[src/wss_pkg.sv]
// ----------------------------------------------------------------------------
// wss_pkg
// shared constants, register indexes and helpers of the substring search
// ----------------------------------------------------------------------------
package wss_pkg;

  localparam int BYTE_W      = 8;
  localparam int PAT_BYTES   = 8;
  localparam int PAT_W       = BYTE_W * PAT_BYTES;
  localparam int LEN_W       = 4;
  localparam int WIN_W       = 16;
  localparam int IDX_W       = 16;
  localparam int CFG_ADDR_W  = 3;
  localparam int CFG_DATA_W  = PAT_W;

  localparam int MAX_PATTERN_DEF = 8;
  localparam int MAX_TEXT_DEF    = 65536;

  // configuration register indexes
  localparam logic [CFG_ADDR_W-1:0] REG_PATTERN_BYTES  = 3'd0;
  localparam logic [CFG_ADDR_W-1:0] REG_PATTERN_LENGTH = 3'd1;
  localparam logic [CFG_ADDR_W-1:0] REG_SEARCH_BEGIN   = 3'd2;
  localparam logic [CFG_ADDR_W-1:0] REG_SEARCH_END     = 3'd3;
  localparam logic [CFG_ADDR_W-1:0] REG_SEARCH_MODE    = 3'd4;

  typedef enum logic {
    MODE_FIRST = 1'b0,
    MODE_LAST  = 1'b1
  } mode_e;

  // pattern length in use: zero acts as one, clipped to the cell count
  function automatic logic [LEN_W-1:0] clamp_len(input logic [LEN_W-1:0] len,
                                                 input int unsigned   max_len);
    logic [LEN_W-1:0] n;
    n = len;
    if (n == '0) begin
      n = LEN_W'(1);
    end
    if (n > LEN_W'(max_len)) begin
      n = LEN_W'(max_len);
    end
    return n;
  endfunction

  // pattern byte that the history cell at position idx must equal
  function automatic logic [BYTE_W-1:0] pat_byte_for(input logic [PAT_W-1:0] pat,
                                                     input logic [LEN_W-1:0] plen,
                                                     input logic [LEN_W-1:0] idx);
    logic [LEN_W-1:0] sel;
    sel = plen - idx - LEN_W'(1);
    return pat[{sel[2:0], 3'b000} +: BYTE_W];
  endfunction

endpackage

[src/windowed_substring_search.sv]
// ----------------------------------------------------------------------------
// windowed_substring_search
// streaming search of a text for a pattern of up to eight bytes in a window
// ----------------------------------------------------------------------------
// Text bytes enter one per transfer on the slave stream, tlast marking the
// final byte. A chain of MaxPattern cells holds the most recent bytes; each
// cell compares the byte it takes in against its pattern byte, so a match is
// seen on the byte that completes it. A decision stage keeps the first match
// start inside [search_begin, search_end) in first mode, or the start of the
// match ending latest inside [search_begin, search_end] in last mode. On the
// final byte one result transfer carries found and match_index (0 when not
// found); it is not found if search_begin or search_end is not below the text
// length or the pattern is longer than the text, and bytes past MaxText are
// not searched. The block takes one byte every cycle while the input is not
// stalled. The final byte passes the decision stage register and then the
// output register before its result appears on the master stream. Input
// stalls only while a result is waiting on the master stream and the next
// final byte has reached the decision stage. The user must write the
// configuration only while the block is idle; the block does not enforce it.
// ----------------------------------------------------------------------------
module windowed_substring_search import wss_pkg::*; #(
  parameter int MaxPattern = MAX_PATTERN_DEF,
  parameter int MaxText    = MAX_TEXT_DEF
) (
  input  logic                  clk_i,
  input  logic                  rst_ni,
  // configuration write port
  input  logic                  cfg_we_i,
  input  logic [CFG_ADDR_W-1:0] cfg_addr_i,
  input  logic [CFG_DATA_W-1:0] cfg_wdata_i,
  // text stream
  input  logic                  s_axis_tvalid,
  output logic                  s_axis_tready,
  input  logic [BYTE_W-1:0]     s_axis_tdata,   // [7:0] text_byte
  input  logic                  s_axis_tlast,   // is_last
  // result stream
  output logic                  m_axis_tvalid,
  input  logic                  m_axis_tready,
  output logic [IDX_W-1:0]      m_axis_tdata,   // [15:0] match_index
  output logic                  m_axis_tuser    // [0] found
);

  localparam int PosW = $clog2(MaxText + 1);
  localparam int CmpW = (PosW + 1 > WIN_W) ? PosW + 1 : WIN_W;

  // decision stage item
  typedef struct packed {
    logic            last;
    logic            in_range;
    logic [PosW-1:0] pos;
  } s1_t;

  // configuration registers
  logic [PAT_W-1:0] pattern_q;
  logic [LEN_W-1:0] len_q;
  logic [WIN_W-1:0] begin_q;
  logic [WIN_W-1:0] end_q;
  mode_e            mode_q;

  always_ff @(posedge clk_i or negedge rst_ni) begin
    if (!rst_ni) begin
      pattern_q <= '0;
      len_q     <= LEN_W'(1);
      begin_q   <= '0;
      end_q     <= '0;
      mode_q    <= MODE_FIRST;
    end else if (cfg_we_i) begin
      case (cfg_addr_i)
        REG_PATTERN_BYTES:  pattern_q <= cfg_wdata_i[PAT_W-1:0];
        REG_PATTERN_LENGTH: len_q     <= cfg_wdata_i[LEN_W-1:0];
        REG_SEARCH_BEGIN:   begin_q   <= cfg_wdata_i[WIN_W-1:0];
        REG_SEARCH_END:     end_q     <= cfg_wdata_i[WIN_W-1:0];
        REG_SEARCH_MODE:    mode_q    <= mode_e'(cfg_wdata_i[0]);
        default: ;
      endcase
    end
  end

  logic [LEN_W-1:0] plen;
  assign plen = clamp_len(len_q, MaxPattern);

  // handshake and pipeline control
  logic s_fire;
  logic stall;
  logic out_free;
  logic s1_valid_q;
  s1_t  s1_q, s1_d;

  assign out_free      = !m_axis_tvalid || m_axis_tready;
  // only a final byte in the decision stage needs the output register
  assign stall         = s1_valid_q && s1_q.last && !out_free;
  assign s_axis_tready = !stall;
  assign s_fire        = s_axis_tvalid && s_axis_tready;

  // text position counter, saturates at MaxText
  logic [PosW-1:0] pos_q, pos_d;
  logic            in_range0;

  assign in_range0 = (pos_q < PosW'(MaxText));

  always_comb begin
    pos_d = pos_q;
    if (s_fire) begin
      if (s_axis_tlast) begin
        pos_d = '0;
      end else if (in_range0) begin
        pos_d = pos_q + PosW'(1);
      end
    end
    s1_d.last     = s_axis_tlast;
    s1_d.in_range = in_range0;
    s1_d.pos      = pos_q;
  end

  always_ff @(posedge clk_i or negedge rst_ni) begin
    if (!rst_ni) begin
      pos_q      <= '0;
      s1_valid_q <= 1'b0;
    end else begin
      pos_q <= pos_d;
      if (!stall) begin
        s1_valid_q <= s_fire;
      end
    end
  end

  always_ff @(posedge clk_i) begin
    if (s_fire) begin
      s1_q <= s1_d;
    end
  end

  // chain of history cells, newest byte in cell 0
  logic [BYTE_W-1:0]     chain [MaxPattern+1];
  logic [MaxPattern-1:0] eq_q;

  assign chain[0] = s_axis_tdata;

  for (genvar g = 0; g < MaxPattern; g++) begin : g_cell
    wss_cell #(
      .Idx (g)
    ) u_cell (
      .clk_i     (clk_i),
      .rst_ni    (rst_ni),
      .en_i      (s_fire),
      .clear_i   (s_axis_tlast),
      .data_i    (chain[g]),
      .pattern_i (pattern_q),
      .plen_i    (plen),
      .data_o    (chain[g+1]),
      .eq_o      (eq_q[g])
    );
  end

  // decision stage
  logic [MaxPattern-1:0] use_mask;
  logic [CmpW-1:0]       pos_c, pos1_c, plen_c, start_c, begin_c, end_c, text_len_c;
  logic                  hit, take, have_upd, found;
  logic [IDX_W-1:0]      best_upd;
  logic                  have_q, have_d;
  logic [IDX_W-1:0]      best_q, best_d;
  logic                  advance;

  always_comb begin
    for (int j = 0; j < MaxPattern; j++) begin
      use_mask[j] = (LEN_W'(j) < plen);
    end
    pos_c      = CmpW'(s1_q.pos);
    pos1_c     = pos_c + CmpW'(1);
    plen_c     = CmpW'(plen);
    start_c    = pos1_c - plen_c;
    begin_c    = CmpW'(begin_q);
    end_c      = CmpW'(end_q);
    text_len_c = s1_q.in_range ? pos1_c : CmpW'(MaxText);

    hit = s1_q.in_range && (&(eq_q | ~use_mask)) && (pos1_c >= plen_c);
    if (mode_q == MODE_FIRST) begin
      take = !have_q && (start_c >= begin_c) && (start_c < end_c);
    end else begin
      take = (pos_c >= begin_c) && (pos_c <= end_c);
    end

    have_upd = have_q || (hit && take);
    best_upd = (hit && take) ? start_c[IDX_W-1:0] : best_q;
    found    = have_upd && (begin_c < text_len_c) && (end_c < text_len_c) &&
               (plen_c <= text_len_c);

    advance = s1_valid_q && !stall;
    have_d  = have_q;
    best_d  = best_q;
    if (advance) begin
      // final byte returns the stream state to reset
      have_d = s1_q.last ? 1'b0 : have_upd;
      best_d = s1_q.last ? '0   : best_upd;
    end
  end

  always_ff @(posedge clk_i or negedge rst_ni) begin
    if (!rst_ni) begin
      have_q <= 1'b0;
      best_q <= '0;
    end else begin
      have_q <= have_d;
      best_q <= best_d;
    end
  end

  // output register
  logic             out_valid_q, out_valid_d;
  logic             out_found_q;
  logic [IDX_W-1:0] out_idx_q;
  logic             out_load;

  assign out_load = advance && s1_q.last;

  always_comb begin
    out_valid_d = out_valid_q;
    if (out_load) begin
      out_valid_d = 1'b1;
    end else if (m_axis_tready) begin
      out_valid_d = 1'b0;
    end
  end

  always_ff @(posedge clk_i or negedge rst_ni) begin
    if (!rst_ni) begin
      out_valid_q <= 1'b0;
    end else begin
      out_valid_q <= out_valid_d;
    end
  end

  always_ff @(posedge clk_i) begin
    if (out_load) begin
      out_found_q <= found;
      out_idx_q   <= found ? best_upd : '0;
    end
  end

  assign m_axis_tvalid = out_valid_q;
  assign m_axis_tdata  = out_idx_q;
  assign m_axis_tuser  = out_found_q;

`ifndef SYNTHESIS
  // input backs up only behind a waiting result
  assert property (@(posedge clk_i) disable iff (!rst_ni)
    !s_axis_tready |-> (m_axis_tvalid && !m_axis_tready))
    else $error("input stalled without a blocked result");

  // a not-found result carries a zero index
  assert property (@(posedge clk_i) disable iff (!rst_ni)
    (m_axis_tvalid && !m_axis_tuser) |-> (m_axis_tdata == '0))
    else $error("not-found result with nonzero index");

  // the final byte restarts the position count
  assert property (@(posedge clk_i) disable iff (!rst_ni)
    (s_fire && s_axis_tlast) |=> (pos_q == '0))
    else $error("position not cleared after final byte");
`endif

endmodule

[src/wss_cell.sv]
// ----------------------------------------------------------------------------
// wss_cell
// one history byte of the text shift chain with its pattern comparator
// ----------------------------------------------------------------------------
module wss_cell import wss_pkg::*; #(
  parameter int Idx = 0
) (
  input  logic              clk_i,
  input  logic              rst_ni,
  input  logic              en_i,
  input  logic              clear_i,
  input  logic [BYTE_W-1:0] data_i,
  input  logic [PAT_W-1:0]  pattern_i,
  input  logic [LEN_W-1:0]  plen_i,
  output logic [BYTE_W-1:0] data_o,
  output logic              eq_o
);

  localparam logic [LEN_W-1:0] IdxV = LEN_W'(Idx);

  logic [BYTE_W-1:0] data_q, data_d;
  logic              eq_q, eq_d;

  always_comb begin
    eq_d   = (data_i == pat_byte_for(pattern_i, plen_i, IdxV));
    // end of text empties the history
    data_d = clear_i ? '0 : data_i;
  end

  always_ff @(posedge clk_i or negedge rst_ni) begin
    if (!rst_ni) begin
      data_q <= '0;
    end else if (en_i) begin
      data_q <= data_d;
    end
  end

  always_ff @(posedge clk_i) begin
    if (en_i) begin
      eq_q <= eq_d;
    end
  end

  assign data_o = data_q;
  assign eq_o   = eq_q;

endmodule

[config.mk]
export PLATFORM = sky130hd
export DESIGN_NAME = windowed_substring_search
export DESIGN_NICKNAME = d
export VERILOG_FILES = /design/src/wss_pkg.sv /design/src/windowed_substring_search.sv /design/src/wss_cell.sv
export SDC_FILE = /design/constraint.sdc
export NUM_CORES = 1
export LEC_CHECK = 0
export BUFFER_PORTS_ARGS = -buffer_cell sky130_fd_sc_hd__clkbuf_2
export CORE_ASPECT_RATIO = 0.9
export CORE_UTILIZATION = 56
export DETAILED_ROUTE_END_ITERATION = 12
export PLACE_DENSITY = 0.77
export REMOVE_ABC_BUFFERS = 1
export SKIP_CTS_REPAIR_TIMING = 1
export SLEW_MARGIN = 40
export SYNTH_ARGS = -nofsm -noshare
export SYNTH_HDL_FRONTEND = slang
export SYNTH_SLANG_ARGS = --single-unit
[constraint.sdc]
create_clock -name clk_i -period 5.7 [get_ports clk_i]
set_input_delay 0.855 -clock clk_i [delete_from_list [all_inputs] [get_ports clk_i]]
set_output_delay 0.855 -clock clk_i [all_outputs]
set_load 0.01 [all_outputs]
Word-level counts from Yosys, hierarchy flattened --
Index checks and enable logic that the tools add are counted.
Cells by class: add/sub/neg operators 17, $lt $le $gt $ge 18, equality and inequality tests 12, shift-type cells 8, mux-type cells 18, bitwise gates (word level) 2, reductions and logical operators 31
Operator list (count):
- $shiftx 64x7->8 | 8
- $eq 8x8->1 | 8
- $mux 8 | 7
- $lt 16x18->1 | 2
- $mux 17 | 2
- $mux 16 | 2
- $sub 3x1->3 const B | 8
- $add 17x1->18 const B | 1
- $ge 18x16->1 | 1
- $ge 18x4->1 | 1
- $le 4x18->1 | 1
- $lt 18x16->1 | 1
- $mux 18 | 1
- $sub 18x4->18 | 1
- $add 17x1->17 const B | 1
- $ge 17x16->1 | 1
- $le 17x16->1 | 1
- $lt 17x17->1 const B | 1
- $lt 3x4->1 const A | 4
- $logic_and 1x1->1 | 14
- $reduce_and 2->1 | 6
- $sub 3x3->3 const B | 4
- $lt 1x4->1 const A | 2
- $lt 2x4->1 const A | 2
- other kinds (15) | 26
Storage, ports and cells: register bits 237, input bits 81, output and inout port bits 19, logic and storage cells 136

Logic depth before layout (Yosys ltp) --
word-level depth 15, mapped depth 27, gate-level depth less buffers 23

Hierarchy --
Synthesis repeated with hierarchy kept, for this count alone.
Unflattened totals: cell total of the unflattened synthesis 1635, area total of the unflattened synthesis 18210.0 sq um
By module, submodules not included:
- windowed_substring_search | times used 1, cells an instance 932, area an instance 10146.0 sq um, seq. area each 4510.6 sq um
- wss_cell (g_cell[0].u_cell ...) | times used 2, cells an instance 81, area an instance 1019.7 sq um, seq. area each 230.2 sq um
- wss_cell (g_cell[2].u_cell ...) | times used 2, cells an instance 79, area an instance 1019.7 sq um, seq. area each 230.2 sq um
- wss_cell (g_cell[3].u_cell ...) | times used 2, cells an instance 92, area an instance 987.2 sq um, seq. area each 230.2 sq um
- wss_cell (g_cell[1].u_cell) | times used 1, cells an instance 95, area an instance 1007.2 sq um, seq. area each 230.2 sq um
- wss_cell (g_cell[5].u_cell) | times used 1, cells an instance 104, area an instance 1003.5 sq um, seq. area each 230.2 sq um

Worst setup path before layout --
Ideal clock, no wire load.
kind reg2reg, start register len_q[2], end register best_q[0], library setup time 0.104 ns, arrival time 5.672 ns, data required time 5.596 ns, slack -0.076 ns, stages on the path, launching flop included 26, buffers on the path 3, period minus slack after synthesis 5.776 ns, cells stage by stage dfrtp_1 -> clkbuf_1 -> nor2_1 -> nor2_1 -> nor2_1 -> buf_1 -> clkbuf_1 -> ha_1 -> inv_1 -> fa_1 -> a21o_1 -> a21oi_1 -> o21ai_0 -> nand2b_1 -> o31a_1 -> xnor2_1 -> ha_1 -> a21o_1 -> a21o_1 -> a21o_1 -> a21oi_1 -> o21ai_0 -> a221o_1 -> o31a_1 -> or3_4 -> o311ai_1
On the way: word-level cells in the longest chain between the ends 13, elaborated cells on any way between the ends 27, classes of those cells add/sub (1); order compare (12); mux (5); bitwise (2); reduce/logical (7)
RTL lines:
- start, declared | RTL line windowed_substring_search.sv:55 | logic [LEN_W-1:0] len_q;
- start signal, assigned | RTL line windowed_substring_search.sv:70 | REG_PATTERN_LENGTH: len_q <= cfg_wdata_i[LEN_W-1:0];
- $logic_not 4->1 | RTL line wss_pkg.sv:36 | if (n == '0) begin
- $mux 4 * | RTL line wss_pkg.sv:36
- $gt 4x4->1 | RTL line wss_pkg.sv:39 | if (n > LEN_W'(max_len)) begin
- $mux 4 * | RTL line wss_pkg.sv:39
- parallel branches: the longest is 7 deep, another holds $sub 18x4->18
- $mux 16 * | RTL line windowed_substring_search.sv:184 | best_upd = (hit && take) ? start_c[IDX_W-1:0] : best_q;
- $mux 16 * | RTL line windowed_substring_search.sv:194 | best_d = s1_q.last ? '0 : best_upd;
- end signal, assigned | RTL line windowed_substring_search.sv:204 | best_q <= best_d;
- end, declared | RTL line windowed_substring_search.sv:161 | logic [IDX_W-1:0] best_q, best_d;
Mark *: on every way between the ends. A chain may end at the register's enable or synchronous reset.

Worst setup path in the final report --
start register len_q[1], end register best_q[0]
Same word-level chain as after synthesis.

==> impl_metrics.env <==
export IMPL_status="finished, final reports clean"
export IMPL_period_needed_ns=5.50
export IMPL_critPathMaxFanout=16
export IMPL_diodes=0
export IMPL_dr_total_vias=12500
export IMPL_dp_slack_ns=0.326
export IMPL_die_w_um=178
export IMPL_port_buffers=99
export IMPL_nets=1840
export IMPL_dpl_cell_area_mm2=0.0166
export IMPL_synth_cell_types=76
export IMPL_cpMaxStageDelayCell="o31a_2"
export IMPL_wire_per_inst_um=20.2
export IMPL_hpwl_um=30100
export IMPL_final_cell_mix="nand2_1 (203), mux2i_1 (193), dfrtp_1 (192)"
export IMPL_synth_seq_cells=237
export IMPL_p_leak_nw=7.94
export IMPL_path_common_cell="a21o_1"
export IMPL_row_count=57
export IMPL_max_freq_ghz=0.182
export IMPL_worstSkewPairLatency_ns=0.55
export IMPL_fin_crit_sh_pct=96.5
export IMPL_grt_pass1_wl_um=64900
export IMPL_cts_max_level=1
export IMPL_path_clk_slew_ns=0.07
export IMPL_cap_viol_max_count=0
export IMPL_synth_async_sr_flop_share_pct=81.4
export IMPL_grt_overflow=0
export IMPL_place_gp_congestion=0.979
export IMPL_start_util_pct=57.6
export IMPL_crit_required_ns=6.12
export IMPL_drtAntennaViolNets=0
export IMPL_slew_viol_final=0
export IMPL_synth_seq_area_share_pct=39.2
export IMPL_cts_num_sinks=237
export IMPL_viasPerCell=6.15
export IMPL_fin_area_mm2=0.0175
export IMPL_setup_slack_ns=0.201
export IMPL_final_common_cell="nand2_1"
export IMPL_finClkSkew_ns=0.0217
export IMPL_area_growth_pct=11.7
export IMPL_clock_root_buffer="clkbuf_16"
export IMPL_drc_errors=0
export IMPL_syn_inst=1577
export IMPL_firstDrtPassIters=6
export IMPL_fp_coreArea_mm2=0.0272
export IMPL_hp_class="primary input to async pin"
export IMPL_synth_main_ff_cell="dfrtp_1"
export IMPL_nFillCells=2162
export IMPL_tightestPinTransition_ns=0.846
export IMPL_powerDensity_mw_per_mm2=384
export IMPL_ys_warn_count=0
export IMPL_rsz0062_at_grt="no"
export IMPL_grt_pass1_vias=12100
export IMPL_synthesis_area_mm2=0.0157
export IMPL_drt_total_wl_um=40900
export IMPL_critPathKind="register to register"
export IMPL_fp_dieH_um=161
export IMPL_synth_area_top_cells="dfrtp_1 (31%), mux2i_1 (12%), edfxtp_1 (8.4%)"
export IMPL_synth_edf_count=44
export IMPL_io_pins=100
export IMPL_start_kind="register"
export IMPL_track_usage_pct=28.9
export IMPL_drt_iter0_drc=1173
export IMPL_timing_hold_violations_final=0
export IMPL_max_vdd_ir_drop_mv=0.273
export IMPL_yosysTopAreaCell="dfrtp_1"
export IMPL_dieArea_mm2=0.0287
export IMPL_synth_top_area_share_pct=30.6
export IMPL_antenna_found_initial=0
export IMPL_worstPathArrival_ns=5.92
export IMPL_grt_max_degree=115
export IMPL_cts_max_path_buffers=3
export IMPL_cpPeakStageDelay_ns=0.49
export IMPL_drive_above_1_share_pct=17.1
export IMPL_path_cells="nor2_1 -> nor2_1 -> nor2_4 -> ha_1 -> inv_1 -> fa_1 -> a21o_1 -> a21oi_1 -> o21ai_0 -> nand2b_1 -> o31a_1 -> xnor2_1 -> ha_1 -> a21o_1 -> a21o_1 -> a21o_1 -> a21oi_1 -> o21ai_0 -> a221o_1 -> o31a_2 -> or3_4 -> o311ai_1"
export IMPL_whs_ns=0.274
export IMPL_setup_viol=0
export IMPL_relSlewSlack_pct=43.6
export IMPL_cts_tree="done"
export IMPL_synth_area_per_cell_um2=9.95
export IMPL_critPathCaptureType="register"
export IMPL_setup_tns_final_ns=0
export IMPL_cts_buffers=27
-- path summary, 6_finish.rpt --
check                                           start                          to  cells after the start  slack (ns)
min                                            rst_ni                 begin_q[10]                      1        0.27
max reg2reg                                  len_q[1]                   best_q[0]                     22        0.20
min in group clk_i         g_cell[6].u_cell.data_o[5]  g_cell[6].u_cell.data_o[5]                      2        0.50
max                                          len_q[1]                   best_q[0]                     22        0.20
max in group asynchronous                      rst_ni  g_cell[1].u_cell.data_o[3]                      2        4.26
min reg2reg                g_cell[6].u_cell.data_o[5]  g_cell[6].u_cell.data_o[5]                      2        0.50
-- cell usage after synthesis, types with 42 or more instances --
master and number:
mux2_2 84, a21oi_1 53, ha_1 105, edfxtp_1 44, nand2_1 204, o21ai_0 118
mux2i_1 193, nor2_1 60, xor2_1 80, inv_1 50, nand4_1 42, dfrtp_1 192
clkbuf_1 59
-- kinds of logic after synthesis --
kind of cell / Yosys count / share of synthesized area (%)
muxes: 278 / 18.4
DFF: 237 / 39.2
adders and majority gates: 106 / 8.50
and+or+nand+nor: 442 / 13.5
AOI/OAI and AO/OA: 272 / 10.9
buffers and inverters: 134 / 3.43
xor gates and xnor gates: 108 / 6.03
-- layout make-up --
class | instances | area, um^2 | share of cell area, %
clock inverters | 12 | 140 | 0.800
repair buffers | 130 | 759 | 4.34
well taps | 354 | 443 | 2.53
inverters | 51 | 191 | 1.09
flip-flops and latches | 237 | 6150 | 35.1
clock buffers | 38 | 758 | 4.33
multi-input cells | 1206 | 9070 | 51.8
-- critical path: cells and delay by family (launching register included) --
| family | cells | cell delay [ns] |
|---|---|---|
| AOI/OAI and AO/OA | 12 | 2.86 |
| xor gates and xnor gates | 1 | 0.16 |
| adders and majority gates | 3 | 0.79 |
| buffers and inverters | 1 | 0.05 |
| DFF | 1 | 0.43 |
| and+or+nand+nor | 5 | 1.08 |
-- stage by stage --
step | cells | util [%] | total power, W
floorplan | 1494 | - | 0.00411
global route | 2028 | 64.3 | 0.00708
detailed placement | 1978 | 61.0 | 0.00493
CTS | 2028 | 64.3 | 0.00671
global placement | 1978 | 60.9 | 0.00484
finish | 2028 | 64.3 | 0.00673
-- routing by layer --
layer | GRT usage [%] | routed length [um]
met1 | 43.8 | 18600
met2 | 41.9 | 17400
met3 | 5.30 | 3740
met4 | 8.17 | 1190
met5 | 0 | 0
-- report_power, final --
group	total, W	switching [W]	internal, W
clock network	0.00176	0.000697	0.00106
logic	0.00280	0.00165	0.00114
registers	0.00218	0.000211	0.00197
total	0.00673	0.00256	0.00417
-- flip-flops by register name, summed over array words and instances, names as in the netlist, 2 cells and up --
register              flops
g_cell.u_cell.data_o     56
s1_q                      2
len_q                     4
best_q                   16
pattern_q                64
pos_c                    17
g_cell.u_cell.eq_o        8
pos_q                    17
m_axis_tdata             16
begin_q                  16
end_q                    16
(Power assumes the default switching activity.)
